===== config.mk =====
export PLATFORM = sky130hd
export DESIGN_NAME = tesc_front
export DESIGN_NICKNAME = d
export VERILOG_FILES = /design/src/hw/rtl/tesc_pkg.sv /design/src/hw/rtl/tesc_front.sv
export SDC_FILE = /design/constraint.sdc
export NUM_CORES = 2
export LEC_CHECK = 0
export ABC_AREA = 1
export BUFFER_PORTS_ARGS = -buffer_cell sky130_fd_sc_hd__buf_2
export CAP_MARGIN = 40
export CORE_MARGIN = 2
export CORE_UTILIZATION = 57
export CTS_CLUSTER_SIZE = 10
export DETAILED_ROUTE_END_ITERATION = 10
export PLACE_DENSITY = 0.73
export REMOVE_ABC_BUFFERS = 1
export SYNTH_ARGS = -nofsm -noshare
export SYNTH_HDL_FRONTEND = slang
export SYNTH_SLANG_ARGS = --single-unit

===== constraint.sdc =====
create_clock -name clock -period 19.7 [get_ports clock]
set_input_delay 0.985 -clock clock [delete_from_list [all_inputs] [get_ports clock]]
set_output_delay 0.985 -clock clock [all_outputs]
set_load 0.005 [all_outputs]

===== src/hw/rtl/tesc_pkg.sv =====
package tesc_pkg;

   localparam int VALUE_BITS     = 48;
   localparam int QUO_BITS       = VALUE_BITS - 1;
   localparam int PERM_BITS      = 16;
   localparam int PERM_SHIFT     = 7;
   localparam int ENTRY_CNT_BITS = 4;

   localparam logic [ENTRY_CNT_BITS-1:0] LAST_ENTRY = 4'd8;

   localparam logic [1:0] VERT_FIRST  = 2'd0;
   localparam logic [1:0] VERT_SECOND = 2'd1;
   localparam logic [1:0] VERT_THIRD  = 2'd2;

   // control bits that travel with one matrix entry
   typedef struct packed {
      logic valid;
      logic last;
      logic neg;
      logic sat;
   } tesc_tag_type;

   // row vertex of an entry in row-major order
   function automatic logic [1:0] entry_row(input logic [ENTRY_CNT_BITS-1:0] cnt);
      logic [1:0] r;
      case (cnt) inside
         [4'd0:4'd2]: r = VERT_FIRST;
         [4'd3:4'd5]: r = VERT_SECOND;
         default:     r = VERT_THIRD;
      endcase
      return r;
   endfunction

   // column vertex of an entry in row-major order
   function automatic logic [1:0] entry_col(input logic [ENTRY_CNT_BITS-1:0] cnt);
      logic [1:0] c;
      case (cnt) inside
         4'd0, 4'd3, 4'd6: c = VERT_FIRST;
         4'd1, 4'd4, 4'd7: c = VERT_SECOND;
         default:          c = VERT_THIRD;
      endcase
      return c;
   endfunction

endpackage


===== src/hw/rtl/tesc_front.sv =====
module tesc_front import tesc_pkg::*; #(
   parameter int NODE_BITS  = 16,
   parameter int COORD_BITS = 20
) (
   input  logic                       clock,
   input  logic                       reset,
   input  logic                       adv,
   input  logic                       seq_free,
   input  logic                       req_valid,
   output logic                       req_stall,
   input  logic [NODE_BITS-1:0]       req_node_first,
   input  logic [NODE_BITS-1:0]       req_node_second,
   input  logic [NODE_BITS-1:0]       req_node_third,
   input  logic signed [COORD_BITS-1:0] req_x_first,
   input  logic signed [COORD_BITS-1:0] req_y_first,
   input  logic signed [COORD_BITS-1:0] req_x_second,
   input  logic signed [COORD_BITS-1:0] req_y_second,
   input  logic signed [COORD_BITS-1:0] req_x_third,
   input  logic signed [COORD_BITS-1:0] req_y_third,
   input  logic [PERM_BITS-1:0]       req_permittivity,
   output logic                       tri_load,
   output logic [NODE_BITS-1:0]       tri_node0,
   output logic [NODE_BITS-1:0]       tri_node1,
   output logic [NODE_BITS-1:0]       tri_node2,
   output logic signed [COORD_BITS+1:0] tri_u0,
   output logic signed [COORD_BITS+1:0] tri_u1,
   output logic signed [COORD_BITS+1:0] tri_u2,
   output logic signed [COORD_BITS+1:0] tri_v0,
   output logic signed [COORD_BITS+1:0] tri_v1,
   output logic signed [COORD_BITS+1:0] tri_v2,
   output logic [PERM_BITS-1:0]       tri_perm,
   output logic [2*COORD_BITS+1:0]    tri_absdet
);

   localparam int JW = COORD_BITS + 1;
   localparam int UW = COORD_BITS + 2;
   localparam int PW = 2 * JW;
   localparam int DW = 2 * JW + 1;
   localparam int AW = 2 * COORD_BITS + 2;

   logic f_adv;

   logic                 f1_valid_ff;
   logic [NODE_BITS-1:0] f1_n0_ff, f1_n1_ff, f1_n2_ff;
   logic [PERM_BITS-1:0] f1_perm_ff;
   logic signed [JW-1:0] f1_j11_ff, f1_j12_ff, f1_j21_ff, f1_j22_ff;
   logic signed [JW-1:0] j11_in, j12_in, j21_in, j22_in;

   logic                 f2_valid_ff;
   logic [NODE_BITS-1:0] f2_n0_ff, f2_n1_ff, f2_n2_ff;
   logic [PERM_BITS-1:0] f2_perm_ff;
   logic signed [PW-1:0] f2_p1_ff, f2_p2_ff;
   logic signed [PW-1:0] p1_in, p2_in;
   logic signed [UW-1:0] f2_u0_ff, f2_u1_ff, f2_u2_ff, f2_v0_ff, f2_v1_ff, f2_v2_ff;
   logic signed [UW-1:0] u0_in, u1_in, u2_in, v0_in, v1_in, v2_in;

   logic                 f3_valid_ff;
   logic                 f3_zero_ff;
   logic [NODE_BITS-1:0] f3_n0_ff, f3_n1_ff, f3_n2_ff;
   logic [PERM_BITS-1:0] f3_perm_ff;
   logic signed [UW-1:0] f3_u0_ff, f3_u1_ff, f3_u2_ff, f3_v0_ff, f3_v1_ff, f3_v2_ff;
   logic [AW-1:0]        f3_absdet_ff;
   logic signed [DW-1:0] det_in, det_neg_in;
   logic [AW-1:0]        absdet_in;
   logic                 zero_in;

   // hold while the sequencer still owns a triangle; degenerate ones drop out here
   assign f_adv     = adv && (!f3_valid_ff || f3_zero_ff || seq_free);
   assign req_stall = !f_adv;
   assign tri_load  = f_adv && f3_valid_ff && !f3_zero_ff;

   always_comb begin
      j11_in = {req_x_second[COORD_BITS-1], req_x_second} - {req_x_first[COORD_BITS-1], req_x_first};
      j12_in = {req_y_second[COORD_BITS-1], req_y_second} - {req_y_first[COORD_BITS-1], req_y_first};
      j21_in = {req_x_third[COORD_BITS-1], req_x_third} - {req_x_first[COORD_BITS-1], req_x_first};
      j22_in = {req_y_third[COORD_BITS-1], req_y_third} - {req_y_first[COORD_BITS-1], req_y_first};
   end

   always_comb begin
      p1_in = f1_j11_ff * f1_j22_ff;
      p2_in = f1_j12_ff * f1_j21_ff;
      u0_in = {f1_j12_ff[JW-1], f1_j12_ff} - {f1_j22_ff[JW-1], f1_j22_ff};
      u1_in = {f1_j22_ff[JW-1], f1_j22_ff};
      u2_in = -{f1_j12_ff[JW-1], f1_j12_ff};
      v0_in = {f1_j21_ff[JW-1], f1_j21_ff} - {f1_j11_ff[JW-1], f1_j11_ff};
      v1_in = -{f1_j21_ff[JW-1], f1_j21_ff};
      v2_in = {f1_j11_ff[JW-1], f1_j11_ff};
   end

   always_comb begin
      det_in     = {f2_p1_ff[PW-1], f2_p1_ff} - {f2_p2_ff[PW-1], f2_p2_ff};
      det_neg_in = -det_in;
      absdet_in  = det_in[DW-1] ? det_neg_in[AW-1:0] : det_in[AW-1:0];
      zero_in    = (det_in == '0);
   end

   always_ff @(posedge clock) begin
      if (reset) begin
         f1_valid_ff <= 1'b0;
         f2_valid_ff <= 1'b0;
         f3_valid_ff <= 1'b0;
      end else if (f_adv) begin
         f1_valid_ff <= req_valid;
         f2_valid_ff <= f1_valid_ff;
         f3_valid_ff <= f2_valid_ff;
      end
   end

   always_ff @(posedge clock) begin
      if (f_adv) begin
         f1_n0_ff   <= req_node_first;
         f1_n1_ff   <= req_node_second;
         f1_n2_ff   <= req_node_third;
         f1_perm_ff <= req_permittivity;
         f1_j11_ff  <= j11_in;
         f1_j12_ff  <= j12_in;
         f1_j21_ff  <= j21_in;
         f1_j22_ff  <= j22_in;

         f2_n0_ff   <= f1_n0_ff;
         f2_n1_ff   <= f1_n1_ff;
         f2_n2_ff   <= f1_n2_ff;
         f2_perm_ff <= f1_perm_ff;
         f2_p1_ff   <= p1_in;
         f2_p2_ff   <= p2_in;
         f2_u0_ff   <= u0_in;
         f2_u1_ff   <= u1_in;
         f2_u2_ff   <= u2_in;
         f2_v0_ff   <= v0_in;
         f2_v1_ff   <= v1_in;
         f2_v2_ff   <= v2_in;

         f3_zero_ff   <= zero_in;
         f3_n0_ff     <= f2_n0_ff;
         f3_n1_ff     <= f2_n1_ff;
         f3_n2_ff     <= f2_n2_ff;
         f3_perm_ff   <= f2_perm_ff;
         f3_u0_ff     <= f2_u0_ff;
         f3_u1_ff     <= f2_u1_ff;
         f3_u2_ff     <= f2_u2_ff;
         f3_v0_ff     <= f2_v0_ff;
         f3_v1_ff     <= f2_v1_ff;
         f3_v2_ff     <= f2_v2_ff;
         f3_absdet_ff <= absdet_in;
      end
   end

   assign tri_node0  = f3_n0_ff;
   assign tri_node1  = f3_n1_ff;
   assign tri_node2  = f3_n2_ff;
   assign tri_u0     = f3_u0_ff;
   assign tri_u1     = f3_u1_ff;
   assign tri_u2     = f3_u2_ff;
   assign tri_v0     = f3_v0_ff;
   assign tri_v1     = f3_v1_ff;
   assign tri_v2     = f3_v2_ff;
   assign tri_perm   = f3_perm_ff;
   assign tri_absdet = f3_absdet_ff;

endmodule


==> results.txt <==
Worst-Skew Late Latency -> 0.68 ns
Clk slew on worst S/H paths -> 0.05 ns
Post-layout min period -> 7.62 ns
Vias/cell -> 5.27
Fin nets -> 8630
Post-Synth XOR/XNOR Area -> 0.0386
Row Count -> 122
Total Die Area -> 0.115 mm²
Worst slew margin -> 0.369
CP max-delay cell -> edfxtp_1
HP Start -> f2_v1_ff[14]$_DFFE_PP_
Largest net degree at the start of global routing -> 139
Clock sink count -> 666
Post-synthesis mux area share -> 0
H-tree depth -> 3
Predominant post-synthesis flop cell -> edfxtp_1
Initial Utilization -> 0.577
Peak Freq -> 131 MHz
Post-CTS Resized -> 0
GRT Total Usage -> 0.296
Unique masters post-synth -> 53
RSZ-0062 raised after global routing -> no
Syn Inst Count -> 6711
First-pass GRT wire length -> 264000 µm
CTS tree -> yes
WHS -> 0.411 ns
CP Data Required Time -> 20.09 ns
Synthesized area -> 0.0640 mm²
Min-delay worst type -> reg2reg
Max Cap Viol -> 0
Routed length per instance -> 19.1 µm
Max-slew violation count -> 0
Number of synthesized flops with an enable pin -> 663
Antenna violations before repair -> 4
Mean Syn Cell Area -> 9.54 µm²
Status -> finished, final reports clean
Crit path capture type -> flop
Drt pass-1 iters -> 6
Drc violations -> 0
Compound-Gate Fraction of Synth Area -> 0.0398
CTS buffer count -> 83
Port Buffer Count -> 428
WS Path Type -> reg2reg
Postcts setup bufs -> 0
Total grt overflow -> 0
DP Wirelength -> 132000 µm
Fin. Hold Viols -> 0
Final period utilization -> 0.387
CP arrival -> 8.01 ns
Adder-cell share of the synthesized area -> 0.365
Worst slew pin tran -> 0.947 ns
Worst reg-to-reg setup slack -> 12.08 ns
Largest family of logic cells by synthesized area -> adder cells
Bufs on Longest Clock Path -> 3
Critical path startpoint -> f1_j11_ff[20]$_DFFE_PP_
# IOs -> 429
Max Clock Skew -> 0.0424 ns
Share of layout cells above drive strength 1 -> 0.0978
Yosys warns -> 0
Iteration-0 DRC Markers -> 3345
Worst path max stage delay -> 0.89 ns
Area grow syn2layout -> 10.6%
Post-Route WL -> 165000 µm
Root buffer cell -> clkbuf_16
Seq cells post-synth -> 666
Core Region -> 0.111 mm²
Routed Antenna Nets -> 0
Die Ht -> 339 µm
Worst-path maximum fanout -> 23
CP dominant cell by count -> fa_1
WP buf/inv -> 5
FFs w/ async S/R, synth -> 0
Hold_buf cts -> 0
Gpl congestion -> 0.939
Reg2reg start -> f1_j11_ff[20]$_DFFE_PP_
Final setup fails -> 0
DR vias -> 45600
CP Launch Type -> flop
Vias in the first global route -> 48100
Die Span X -> 339 µm
CP delay by family, top -> adder cells
Final setup TNS -> 0 ns
Synth Area in Simple Gates -> 0.128
Sequential share of the synthesized area -> 0.312
==> registers in the layout (all words and copies together), names as in the netlist, 22 cells and up <==
| register | count |
|---|---|
| f2_u2_ff | 22 |
| f2_p1_ff | 42 |
| tri_v0 | 22 |
| f2_u0_ff | 22 |
| tri_u0 | 22 |
| f2_p2_ff | 42 |
| tri_v1 | 22 |
| tri_absdet | 42 |
| f2_v1_ff | 22 |
| f2_v0_ff | 22 |
| tri_u2 | 22 |
==> cells by family after synthesis <==
group           Yosys count
flops                   666
compound gates          465
buf+inv                1966
fa+ha+maj              1314
xor+xnor                282
simple gates           2018
==> stage by stage <==
stage          cell area, µm²  worst slack, ns  instances  utilization
3_3_place_gp            67800            12.28       8510        0.611
3_5_place_dp            68300            12.15       8529        0.615
5_1_grt                 70700            11.51       8653        0.638
2_1_floorplan           63300             4.05       6520            -
4_1_cts                 70700            12.15       8652        0.637
6_report                70800            12.08       8655        0.638
==> worst reg2reg max path, stage by stage (launching register included) <==
cell      delay, ns
edfxtp_1       0.89
nand2_1        0.24
inv_1          0.18
fa_1           0.44
ha_1           0.53
inv_1          0.17
fa_1           0.61
inv_1          0.37
fa_1           0.52
fa_1           0.54
inv_1          0.05
fa_1           0.46
fa_1           0.51
inv_1          0.04
ha_1           0.36
nand2_1        0.07
nor2_1         0.28
nand2_1        0.11
nor4_1         0.30
nand3_1        0.15
nand4_1        0.15
nand3_1        0.08
nand2_1        0.10
nand3_1        0.07
nand2_1        0.08
xnor2_1        0.06
==> worst paths after layout <==
path	endpoint	cells after the start
max reg2reg	f2_p1_ff[41]$_DFFE_PP_	25
min reg2reg	tri_v1[14]$_DFFE_PP_	0
min	tri_v1[14]$_DFFE_PP_	0
max	f2_p1_ff[41]$_DFFE_PP_	25
==> per-layer routing <==
layer  track usage  share of wire  vias to the layer above
li1              -              -                    21000
met1         0.396           0.41                    22400
met2         0.483           0.47                     1887
met3        0.0496          0.077                      325
met4         0.120          0.043                        4
met5             0        0.00014                        -
==> cell usage after synthesis (all sizes together) (3+ instances only) <==
| master | n | area [µm²] |
|---|---|---|
| ha | 389 | 4870 |
| nor3 | 37 | 236 |
| nor2 | 271 | 1080 |
| clkbuf | 178 | 668 |
| buf | 13 | 75.1 |
| xor2 | 181 | 1590 |
| o21ai | 138 | 694 |
| o21bai | 6 | 45.0 |
| a21boi | 15 | 113 |
| inv | 1773 | 6660 |
| a31oi | 23 | 144 |
| nand4 | 52 | 338 |
| dfxtp | 3 | 60.1 |
| nand2 | 1514 | 5750 |
| a21o | 7 | 52.6 |
| a211oi | 18 | 135 |
| o211ai | 6 | 45.0 |
| fa | 925 | 18500 |
| edfxtp | 663 | 19900 |
| xnor2 | 101 | 885 |
| nand3b | 12 | 90.1 |
| nand3 | 118 | 626 |
| a21oi | 237 | 1190 |
| nor4 | 7 | 50.1 |
| o21a | 6 | 45.0 |
==> cell type report <==
class / instances / area, µm²
diodes: 2 / 5.00
clock buffers: 100 / 2150
clock inverters: 23 / 283
fillers: 9096 / 40200
inverters: 1775 / 6670
multi-input cells: 4079 / 36600
flip-flops and latches: 666 / 20000
well taps: 1488 / 1860
repair buffers: 522 / 3190
==> cell usage in the layout (no fill, tap or decap), types with 4 or more instances in the layout <==
master,instances
inv_1,1760
nand2_1,1491
fa_1,925
edfxtp_1,663
buf_2,428
ha_1,389
nor2_1,256
a21oi_1,235
xor2_1,181
o21ai_0,133
nand3_1,111
xnor2_1,101
clkbuf_16,83
buf_4,73
nand4_1,50
nor3_1,28
a31oi_1,23
nand2_2,21
a211oi_1,18
clkbuf_1,16
a21boi_0,15
buf_16,14
nand3b_1,12
inv_2,12
nor2_2,10
nor3_2,8
clkinv_1,7
a21o_1,7
nand3_2,7
o211ai_1,6
o21a_1,6
nor4_1,6
o21bai_1,6
nor2_4,5
buf_8,5
o21ai_1,4
Power is not shown: default switching activity piles up to over one toggle a cycle in this logic, so the estimate is an artifact.
